File: src/hdl/fpx_pkg.sv
// Package for the frame packer with XOR check.
// Holds the request types, the function codes and the result job type.
// No dependencies.
package fpx_pkg;

  // Number of header bytes and the largest number of results for one request.
  localparam int unsigned HdrBytes = 21;
  localparam int unsigned MaxRes   = HdrBytes + 1;
  localparam int unsigned ResCntW  = $clog2(MaxRes + 1);

  // Function codes of an input request.
  localparam logic FuncHeader = 1'b0;
  localparam logic FuncBody   = 1'b1;

  // One input request.
  typedef struct packed {
    logic        func;
    logic [15:0] msg_id;
    logic [31:0] sequence_number;
    logic [31:0] package_count;
    logic [31:0] package_number;
    logic [31:0] timestamp;
    logic [7:0]  flag_byte;
    logic [15:0] body_length;
    logic [7:0]  body_byte;
  } in_t;

  // One output request.
  typedef struct packed {
    logic [7:0] out_byte;
    logic       last_of_run;
    logic       frame_end;
    logic       error;
  } out_t;

  // All results caused by one input request; byte 0 sits in the low bits.
  typedef struct packed {
    logic [MaxRes*8-1:0] bytes;
    logic [ResCntW-1:0]  cnt;
    logic                chk_end;
    logic                err;
  } job_t;

endpackage

File: src/hdl/fpx_frame_ctl.sv
// Frame state and result formation for the frame packer.
// Turns each accepted request into a job of result bytes and updates the
// running check, the remaining body count and the open flag. Uses fpx_pkg.
module fpx_frame_ctl import fpx_pkg::*; (
  input  logic clk_i,
  input  logic rst_ni,
  input  in_t  in_req_i,
  input  logic accept_i,
  output job_t job_o
);

  logic [7:0]  chk_q, chk_d;
  logic [15:0] left_q, left_d;
  logic        open_q, open_d;

  logic [HdrBytes*8-1:0] hdr;
  logic [7:0]            hdr_chk;
  logic [7:0]            body_chk;
  logic [15:0]           body_left;

  // Header bytes in wire order, first byte in the top bits.
  assign hdr = {in_req_i.msg_id, in_req_i.sequence_number, in_req_i.package_count,
                in_req_i.package_number, in_req_i.timestamp, in_req_i.flag_byte,
                in_req_i.body_length};

  assign body_chk  = chk_q ^ in_req_i.body_byte;
  assign body_left = left_q - 16'd1;

  // Build the job and the next frame state.
  always_comb begin
    job_o   = '0;
    hdr_chk = '0;
    chk_d   = chk_q;
    left_d  = left_q;
    open_d  = open_q;
    if (in_req_i.func == FuncHeader) begin
      for (int i = 0; i < HdrBytes; i++) begin
        job_o.bytes[i*8 +: 8] = hdr[(HdrBytes-1-i)*8 +: 8];
        hdr_chk               = hdr_chk ^ hdr[i*8 +: 8];
      end
      if (in_req_i.body_length == 16'd0) begin
        // Empty body: the check byte closes the frame at once.
        job_o.bytes[HdrBytes*8 +: 8] = hdr_chk;
        job_o.cnt     = ResCntW'(MaxRes);
        job_o.chk_end = 1'b1;
        chk_d         = '0;
        left_d        = '0;
        open_d        = 1'b0;
      end else begin
        job_o.cnt = ResCntW'(HdrBytes);
        chk_d     = hdr_chk;
        left_d    = in_req_i.body_length;
        open_d    = 1'b1;
      end
    end else if (!open_q) begin
      // Body byte outside a frame reports an error and leaves the state alone.
      job_o.cnt = ResCntW'(1);
      job_o.err = 1'b1;
    end else begin
      job_o.bytes[7:0] = in_req_i.body_byte;
      chk_d            = body_chk;
      left_d           = body_left;
      if (body_left == 16'd0) begin
        // Last body byte: echo it, then send the check byte.
        job_o.bytes[15:8] = body_chk;
        job_o.cnt         = ResCntW'(2);
        job_o.chk_end     = 1'b1;
        chk_d             = '0;
        open_d            = 1'b0;
      end else begin
        job_o.cnt = ResCntW'(1);
      end
    end
  end

  // Frame state registers.
  always_ff @(posedge clk_i or negedge rst_ni) begin
    if (!rst_ni) begin
      chk_q  <= '0;
      left_q <= '0;
      open_q <= 1'b0;
    end else if (accept_i) begin
      chk_q  <= chk_d;
      left_q <= left_d;
      open_q <= open_d;
    end
  end

endmodule

File: src/hdl/fpx_serializer.sv
// Job register and output register for the frame packer.
// Shifts the bytes of one job out one per cycle, unless the output stalls,
// through a registered output stage with valid and ready. Uses fpx_pkg.
module fpx_serializer import fpx_pkg::*; (
  input  logic clk_i,
  input  logic rst_ni,
  input  job_t job_i,
  input  logic load_i,
  output logic ready_o,
  output logic out_valid_o,
  input  logic out_ready_i,
  output out_t out_req_o
);

  logic                job_valid_q;
  logic [MaxRes*8-1:0] bytes_q;
  logic [ResCntW-1:0]  rem_q;
  logic                chk_end_q;
  logic                err_q;
  logic                out_valid_q;
  out_t                out_q;
  logic                adv;
  logic                rem_last;

  // A byte moves to the output stage when that stage is empty or drains.
  assign adv      = job_valid_q && (!out_valid_q || out_ready_i);
  assign rem_last = (rem_q == ResCntW'(1));
  assign ready_o  = !job_valid_q || (adv && rem_last);

  // Job register: loads a new job or shifts out the next byte.
  always_ff @(posedge clk_i or negedge rst_ni) begin
    if (!rst_ni) begin
      job_valid_q <= 1'b0;
    end else if (load_i) begin
      job_valid_q <= 1'b1;
    end else if (adv && rem_last) begin
      job_valid_q <= 1'b0;
    end
  end

  always_ff @(posedge clk_i) begin
    if (load_i) begin
      bytes_q   <= job_i.bytes;
      rem_q     <= job_i.cnt;
      chk_end_q <= job_i.chk_end;
      err_q     <= job_i.err;
    end else if (adv) begin
      bytes_q <= bytes_q >> 8;
      rem_q   <= rem_q - ResCntW'(1);
    end
  end

  // Output register.
  always_ff @(posedge clk_i or negedge rst_ni) begin
    if (!rst_ni) begin
      out_valid_q <= 1'b0;
    end else if (adv) begin
      out_valid_q <= 1'b1;
    end else if (out_ready_i) begin
      out_valid_q <= 1'b0;
    end
  end

  always_ff @(posedge clk_i) begin
    if (adv) begin
      out_q.out_byte    <= bytes_q[7:0];
      out_q.last_of_run <= rem_last;
      out_q.frame_end   <= chk_end_q && rem_last;
      out_q.error       <= err_q;
    end
  end

  assign out_valid_o = out_valid_q;
  assign out_req_o   = out_q;

endmodule

File: src/hdl/frame_packer_xor_check.sv
// Frame packer with XOR check byte: serializes header and body requests.
// The first result of a request passes the job register, then the output register.
// One result per cycle leaves the output register unless out_ready_i stalls; a new
// request is taken only once the last result of the previous job moves out.
// Reset (rst_ni, asynchronous, active low) closes any frame and clears the check.
module frame_packer_xor_check import fpx_pkg::*; (
  input  logic clk_i,
  input  logic rst_ni,
  input  logic in_valid_i,
  output logic in_ready_o,
  input  in_t  in_req_i,
  output logic out_valid_o,
  input  logic out_ready_i,
  output out_t out_req_o
);

  job_t job;
  logic accept;

  assign accept = in_valid_i && in_ready_o;

  // Frame state and job formation.
  fpx_frame_ctl u_ctl (
    .clk_i    (clk_i),
    .rst_ni   (rst_ni),
    .in_req_i (in_req_i),
    .accept_i (accept),
    .job_o    (job)
  );

  // Byte serialization and output stage.
  fpx_serializer u_ser (
    .clk_i       (clk_i),
    .rst_ni      (rst_ni),
    .job_i       (job),
    .load_i      (accept),
    .ready_o     (in_ready_o),
    .out_valid_o (out_valid_o),
    .out_ready_i (out_ready_i),
    .out_req_o   (out_req_o)
  );

  // An error result is always a run of its own.
  a_err_last : assert property (@(posedge clk_i) disable iff (!rst_ni)
    out_valid_o |-> (!out_req_o.error || out_req_o.last_of_run))
    else $error("error result without last_of_run");

  // The check byte ends its run and is never an error.
  a_chk_last : assert property (@(posedge clk_i) disable iff (!rst_ni)
    (out_valid_o && out_req_o.frame_end) |-> (out_req_o.last_of_run && !out_req_o.error))
    else $error("check byte not last of run or flagged as error");

  // A run continues without a gap once one of its results is taken.
  a_run_cont : assert property (@(posedge clk_i) disable iff (!rst_ni)
    (out_valid_o && out_ready_i && !out_req_o.last_of_run) |=> out_valid_o)
    else $error("gap inside a result run");

endmodule

File: config.mk
export PLATFORM = sky130hd
export DESIGN_NAME = frame_packer_xor_check
export DESIGN_NICKNAME = d
export VERILOG_FILES = /design/src/hdl/fpx_pkg.sv /design/src/hdl/fpx_frame_ctl.sv /design/src/hdl/fpx_serializer.sv /design/src/hdl/frame_packer_xor_check.sv
export SDC_FILE = /design/constraint.sdc
export NUM_CORES = 1
export LEC_CHECK = 0
export ABC_AREA = 1
export ABC_CLOCK_PERIOD_IN_PS = 7400
export BUFFER_PORTS_ARGS = -buffer_cell sky130_fd_sc_hd__buf_2
export CAP_MARGIN = 30
export CORE_ASPECT_RATIO = 0.5
export CORE_MARGIN = 3
export CORE_UTILIZATION = 40
export DETAILED_ROUTE_END_ITERATION = 8
export GPL_ROUTABILITY_DRIVEN = 1
export HOLD_SLACK_MARGIN = 0.15
export PLACE_DENSITY = 0.55
export SKIP_CTS_REPAIR_TIMING = 1
export SYNTH_ARGS = -nofsm -noshare
export SYNTH_HDL_FRONTEND = slang
export SYNTH_HIERARCHICAL = 1
export SYNTH_SLANG_ARGS = --single-unit
File: constraint.sdc
create_clock -name clk_i -period 7.4 [get_ports clk_i]
set_input_delay 1.11 -clock clk_i [delete_from_list [all_inputs] [get_ports clk_i]]
set_output_delay 1.11 -clock clk_i [all_outputs]
set_load 0.01 [all_outputs]
Yosys cells after proc, flatten, opt, wreduce, memory -nomap -nowiden
Index checks and enable logic that the tools add are counted.
- register bits after elaboration: 221
- input bits: 181
- output and inout port bits: 13
- add/sub/neg operators: 2
- equality and inequality tests: 2
- muxes and demuxes: 31
- bitwise gates (word level): 21
- reductions and logical operators: 14
- operators with widths (kind ; number):
    2-to-1 mux 176 bit ; 2
    bitwise XOR 8 bit ; 21
    2-to-1 mux 160 bit ; 1
    2-to-1 mux 16 bit ; 4
    2-to-1 mux 8 bit ; 6
    logical NOT 16 bit ; 2
    2-to-1 mux 22 bit ; 1
    subtractor 16 x 1 -> 16 bit (second input constant) ; 1
    2-to-1 mux 1 bit ; 12
    2-to-1 mux 5 bit ; 2
    2-to-1 mux 2 bit ; 3
    nonzero test 2 bit ; 3
    equality test 5 x 1 -> 1 bit (second input constant) ; 1
    subtractor 5 x 1 -> 5 bit (second input constant) ; 1
    logical AND 1 bit ; 4
    logical NOT 1 bit ; 2
    logical OR 1 bit ; 2
    != test 2 x 1 -> 1 bit (second input constant) ; 1
    AND reduction 2 bit ; 1

Longest topological paths before layout
- depth in word-level cells: 23
- gate-level depth with buffers: 16
- mapped depth without buffers: 16

Modules after synthesis
Netlist, hierarchy kept.
- by module, submodules not included (module ; times used ; cells each ; area each (sq um) ; seq. area each (sq um)):
    fpx_serializer ; 1 ; 798 ; 8299.2 ; 5875.6
    fpx_frame_ctl ; 1 ; 1118 ; 5464.0 ; 625.6
    frame_packer_xor_check ; 1 ; 2 ; 7.5 ; 0.0

Least setup slack after synthesis
Ideal clock, no wire load.
- kind: in2reg
- from: input out_ready_i
- to: register u_ser.bytes_q[0] (enable)
- arrival: 4.915 ns
- required time: 5.923 ns
- path slack: 1.008 ns
- stages on the path: 10
- path buffers: 2
- path through: inv_1 nand2_1 nand3_1 nand2_1 nand2_1 inv_1 buf_4 inv_4 buf_2 nand2_1
- word-level cells in the longest chain between the ends: 6
- RTL lines (element ; RTL line ; source):
    from (decl) ; frame_packer_xor_check.sv:13 ; input logic out_ready_i,
    logical OR 1 bit ; fpx_serializer.sv:26 ; assign adv = job_valid_q && (!out_valid_q || out_ready_i);
    logical AND 1 bit ; fpx_serializer.sv:26 ;
    logical AND 1 bit ; fpx_serializer.sv:28 ; assign ready_o = !job_valid_q || (adv && rem_last);
    logical OR 1 bit ; fpx_serializer.sv:28 ;
    named net in_ready_o ; frame_packer_xor_check.sv:10 ; output logic in_ready_o,
    logical AND 1 bit ; frame_packer_xor_check.sv:20 ; assign accept = in_valid_i && in_ready_o;
    named net accept ; frame_packer_xor_check.sv:18 ; logic accept;
    nonzero test 2 bit (no line) ; n/a ;
    to (signal assigned) ; fpx_serializer.sv:43 ; bytes_q <= job_i.bytes;
    to (signal assigned) ; fpx_serializer.sv:48 ; bytes_q <= bytes_q >> 8;
    to (decl) ; fpx_serializer.sv:16 ; logic [MaxRes*8-1:0] bytes_q;
The timed path passes the listed nets, and every way through them passes these cells.
A chain may end at the register's enable or synchronous reset.

Final worst setup path
- from: input in_req_i[176] (netlist name)
- to: register u_ctl.left_q[11]
- word-level cells in the longest chain between the ends: 2
- RTL lines (element ; RTL line ; source):
    from (decl) ; frame_packer_xor_check.sv:11 ; input in_t in_req_i,
    != test 2 x 1 -> 1 bit (no line) ; n/a ;
    AND reduction 2 bit (no line) ; n/a ;
    to (signal assigned) ; fpx_frame_ctl.sv:84 ; left_q <= left_d;
    to (decl) ; fpx_frame_ctl.sv:13 ; logic [15:0] left_q, left_d;
Several ways; a longest one is shown, not always the timed one.

==> metrics.txt <==
# TYPE chip_impl_metric gauge
chip_impl_metric{name="final.period_utilization",unit=""} 0.4787
chip_impl_metric{name="netlist-cell-type-count",unit=""} 35
chip_impl_metric{name="final-hold-violation-count",unit=""} 0
chip_impl_metric{name="fin_max_slew_vios",unit=""} 0
chip_impl_metric{name="synthToLayoutAreaGrowth",unit="%"} 14.70
chip_impl_metric{name="finClkSkew",unit="ns"} 0.02153
chip_impl_metric{name="synth-edff-count",unit=""} 194
chip_impl_metric{name="detail_route.drc_violations",unit=""} 0
chip_impl_metric{name="gr-total-overflow",unit=""} 0
chip_impl_metric{name="clkSlewWorstSetupHoldPaths",unit="ns"} 0.06
chip_impl_metric{name="via_count_of_the_first_global_routing_pass",unit=""} 10661
chip_impl_metric{name="fin_area",unit="sq um"} 15800
chip_impl_metric{name="hpwlAfterDp",unit="mm"} 31.88
chip_impl_metric{name="worst-path-max-fanout",unit=""} 115
chip_impl_metric{name="cts-buffers-inserted",unit=""} 22
chip_impl_metric{name="io_buffer_count",unit=""} 193
chip_impl_info{name="tritoncts",value="yes"} 1
chip_impl_metric{name="setup_viol",unit=""} 0
chip_impl_info{name="status",value="finished clean"} 1
chip_impl_metric{name="start_util",unit=""} 0.4115
chip_impl_metric{name="multi_input_comb_area",unit="sq um"} 5941
chip_impl_metric{name="detail_route.wirelength",unit="mm"} 43.03
chip_impl_metric{name="grt_antenna_before_repair",unit=""} 4
chip_impl_metric{name="final_layout_size_suffix_gt1_frac",unit=""} 0.1268
chip_impl_info{name="cts-root-buf",value="clkbuf_16"} 1
chip_impl_metric{name="async_flop_share",unit=""} 0.1222
chip_impl_metric{name="core.rowCount",unit=""} 47
chip_impl_info{name="timing_worst_setup_path_type",value="in -> reg"} 1
chip_impl_metric{name="critical_path_arrival",unit="ns"} 3.90
chip_impl_metric{name="setup_total_negative_slack",unit="ns"} 0
chip_impl_info{name="rsz0062_at_grt",value="no"} 1
chip_impl_info{name="most-common-layout-cells",value="nand2_1 (923), inv_1 (244), nor2_1 (216)"} 1
chip_impl_metric{name="mappedNetlistArea",unit="sq um"} 13770
chip_impl_info{name="type_of_the_worst_min_delay_path",value="reg -> reg"} 1
chip_impl_metric{name="grt_max_degree",unit=""} 128
chip_impl_metric{name="drtIter0Drc",unit=""} 1129
chip_impl_metric{name="ys_seq_area_frac",unit=""} 0.4721
chip_impl_metric{name="via_count",unit=""} 12052
chip_impl_metric{name="die_w",unit="microns"} 268.4
chip_impl_metric{name="cap_violations",unit=""} 0
chip_impl_metric{name="wl_per_cell",unit="microns"} 16.99
chip_impl_metric{name="final_nets",unit=""} 2260
chip_impl_metric{name="grt_pass1_wl",unit="mm"} 62.89
chip_impl_metric{name="num-fill-cells",unit=""} 3418
chip_impl_metric{name="first_pass_iters",unit=""} 5
chip_impl_metric{name="ioPinCount",unit=""} 194
chip_impl_metric{name="total_leakage_power",unit="nW"} 8.400
chip_impl_metric{name="synthCells",unit=""} 1918
chip_impl_metric{name="synth_seq_cells",unit=""} 221
chip_impl_metric{name="route.antenna.remaining_nets",unit=""} 0
chip_impl_metric{name="tightest_slew",unit="ns"} 1.085
chip_impl_metric{name="finalWeightedCongestion",unit=""} 0.8582
chip_impl_metric{name="vdd_ir_drop_max",unit="mV"} 0.2749
chip_impl_metric{name="synth.avg_cell_area",unit="sq um"} 7.180
chip_impl_info{name="layout_commonest_cell",value="nand2_1"} 1
chip_impl_metric{name="max_slew_margin",unit=""} 0.2717
chip_impl_metric{name="clk_latency",unit="ns"} 0.54
chip_impl_metric{name="cellPowerDensity",unit="nW/um^2"} 362.6
chip_impl_info{name="end_kind",value="flip-flop"} 1
chip_impl_metric{name="core_area",unit="sq um"} 33460
chip_impl_metric{name="cts_num_sinks",unit=""} 221
chip_impl_metric{name="number_of_levels_in_the_clock_h_tree",unit=""} 1
chip_impl_metric{name="viasPerCell",unit=""} 4.760
chip_impl_metric{name="timing.critical_path.required",unit="ns"} 7.76
chip_impl_info{name="dominant_cell_type_by_count_on_the_critical_path",value="nor2_1"} 1
chip_impl_metric{name="register_area",unit="sq um"} 6501
chip_impl_metric{name="finalWorstPathRequiredPeriod",unit="ns"} 3.543
chip_impl_metric{name="timing.fmax",unit="MHz"} 282.3
chip_impl_metric{name="die_h",unit="microns"} 137.2
chip_impl_info{name="cpMaxStageDelayCell",value="clkinv_1"} 1
chip_impl_metric{name="critical_path.max_stage_delay",unit="ns"} 0.78
chip_impl_info{name="cp-start-kind",value="input pin"} 1
chip_impl_info{name="worstPathCellList",value="buf_6 -> clkinv_1 -> nor2_1 -> nor2_1 -> inv_1 -> o21ai_0"} 1
chip_impl_metric{name="placed_area",unit="sq um"} 14990
chip_impl_metric{name="syn_nets",unit=""} 2103
chip_impl_metric{name="floorplan.die_area",unit="sq um"} 36820
chip_impl_metric{name="synth_warnings",unit=""} 6
chip_impl_info{name="synth_ff_type",value="edfxtp_1"} 1
chip_impl_metric{name="clk_path_buf_depth",unit=""} 3
chip_impl_metric{name="grt.total_usage",unit=""} 0.2296
==> state kept, by name, indices dropped and copies added (netlist names) <==
| name | count |
|---|---|
| u_ctl/chk_q | 8 |
| u_ctl/left_q | 16 |
| u_ctl/open_q | 1 |
| u_ser/bytes_q | 176 |
| u_ser/chk_end_q | 1 |
| u_ser/err_q | 1 |
| u_ser/job_valid_q | 1 |
| u_ser/out_req_o | 11 |
| u_ser/out_valid_o | 1 |
| u_ser/rem_q | 5 |
==> worst paths after layout <==
path	start	to	slack, ns	depth (start not counted)
min reg2reg	u_ser/bytes_q[5]	u_ser/out_req_o[8]	0.42	0
min in group asynchronous	rst_ni	u_ctl/left_q[14]	0.63	1
min	u_ser/bytes_q[5]	u_ser/out_req_o[8]	0.42	0
max reg2reg	u_ser/rem_q[1]	u_ser/bytes_q[118]	3.91	11
max	in_req_i[176]	u_ctl/left_q[11]	3.86	6
max in group asynchronous	rst_ni	u_ctl/chk_q[4]	6.32	1
==> kinds of logic after synthesis <==
family                   count (synthesis)  synth area share
adder cells (fa/ha/maj)                  4          0.003635
AO/OA/AOI/OAI                           63           0.02853
XOR/XNOR                                63           0.04007
AND/OR/NAND/NOR                       1248            0.3583
flip-flops                             221            0.4721
buffers and inverters                  318           0.09704
other                                    1         0.0002723
==> report_power, final <==
part	total [W]	switching (W)	internal, W	leakage, nW
Clock	0.00128	0.000506	0.000776	0.394
Sequential	0.00259	0.000266	0.00233	2.29
Combinational	0.00185	0.00131	0.000546	5.72
Total	0.00573	0.00208	0.00365	8.40
==> final cells by class <==
type	count	share of cell area
flip-flops and latches	221	0.4116
multi-input cells	1379	0.3761
repair buffers	200	0.06646
inverters	251	0.06012
clock buffers	27	0.03739
well taps	441	0.03493
clock inverters	12	0.01323
diodes	1	0.0001584
==> Yosys cell counts, types with 2 or more instances <==
| cell type | n | area, sq um |
|---|---|---|
| edfxtp_1 | 194 | 5826 |
| buf_2 | 19 | 95.09 |
| nand3_4 | 2 | 35.03 |
| o21ai_0 | 31 | 155.2 |
| buf_1 | 5 | 18.77 |
| buf_4 | 13 | 97.59 |
| nand4_1 | 7 | 43.79 |
| nor2_2 | 4 | 25.02 |
| nand2b_1 | 3 | 18.77 |
| a21oi_1 | 16 | 80.08 |
| dfrtp_1 | 27 | 675.7 |
| ha_1 | 4 | 50.05 |
| nand3b_1 | 10 | 75.07 |
| nor2_1 | 216 | 810.8 |
| clkinv_1 | 3 | 11.26 |
| clkbuf_1 | 21 | 78.83 |
| inv_2 | 2 | 7.510 |
| nand2_1 | 924 | 3468 |
| a211oi_1 | 5 | 37.54 |
| inv_1 | 245 | 919.6 |
| xnor2_1 | 41 | 359.1 |
| nand3_1 | 70 | 350.3 |
| xor2_1 | 22 | 192.7 |
| o22ai_2 | 7 | 87.58 |
| nand2_2 | 3 | 18.77 |
| buf_6 | 9 | 101.4 |
| nor2_4 | 5 | 56.30 |
| o21ai_2 | 3 | 26.28 |
==> per-layer routing <==
layer / vias up / global-route usage / wire length, microns
li1: 6168 / - / -
met1: 5528 / 0.3479 / 20810
met2: 309 / 0.3463 / 18390
met3: 45 / 0.04051 / 3125
met4: 2 / 0.04179 / 699
met5: - / 0 / 9
==> worst max-delay path: cells and delay by family <==
| family | cells | cell delay (ns) |
|---|---|---|
| buf+inv | 3 | 2.12 |
| simple gates | 2 | 0.38 |
| compound gates | 1 | 0.23 |
==> per-stage QoR <==
| step | setup WS (ns) | hold slack [ns] | instances | total power [W] | util |
|---|---|---|---|---|---|
| 3_5_place_dp | 3.302 | 0.4172 | 2492 | 0.004457 | 0.4481 |
| 6_report | 3.857 | 0.4231 | 2532 | 0.005727 | 0.4720 |
| 2_1_floorplan | 1.008 | 0.4003 | 1918 | 0.003949 | - |
| 5_1_grt | 3.436 | 0.4411 | 2532 | 0.006118 | 0.4720 |
| 4_1_cts | 3.838 | 0.4207 | 2531 | 0.005764 | 0.4720 |
| 3_3_place_gp | 3.345 | 0.4202 | 2492 | 0.004443 | 0.4481 |
(Power assumes the default switching activity.)
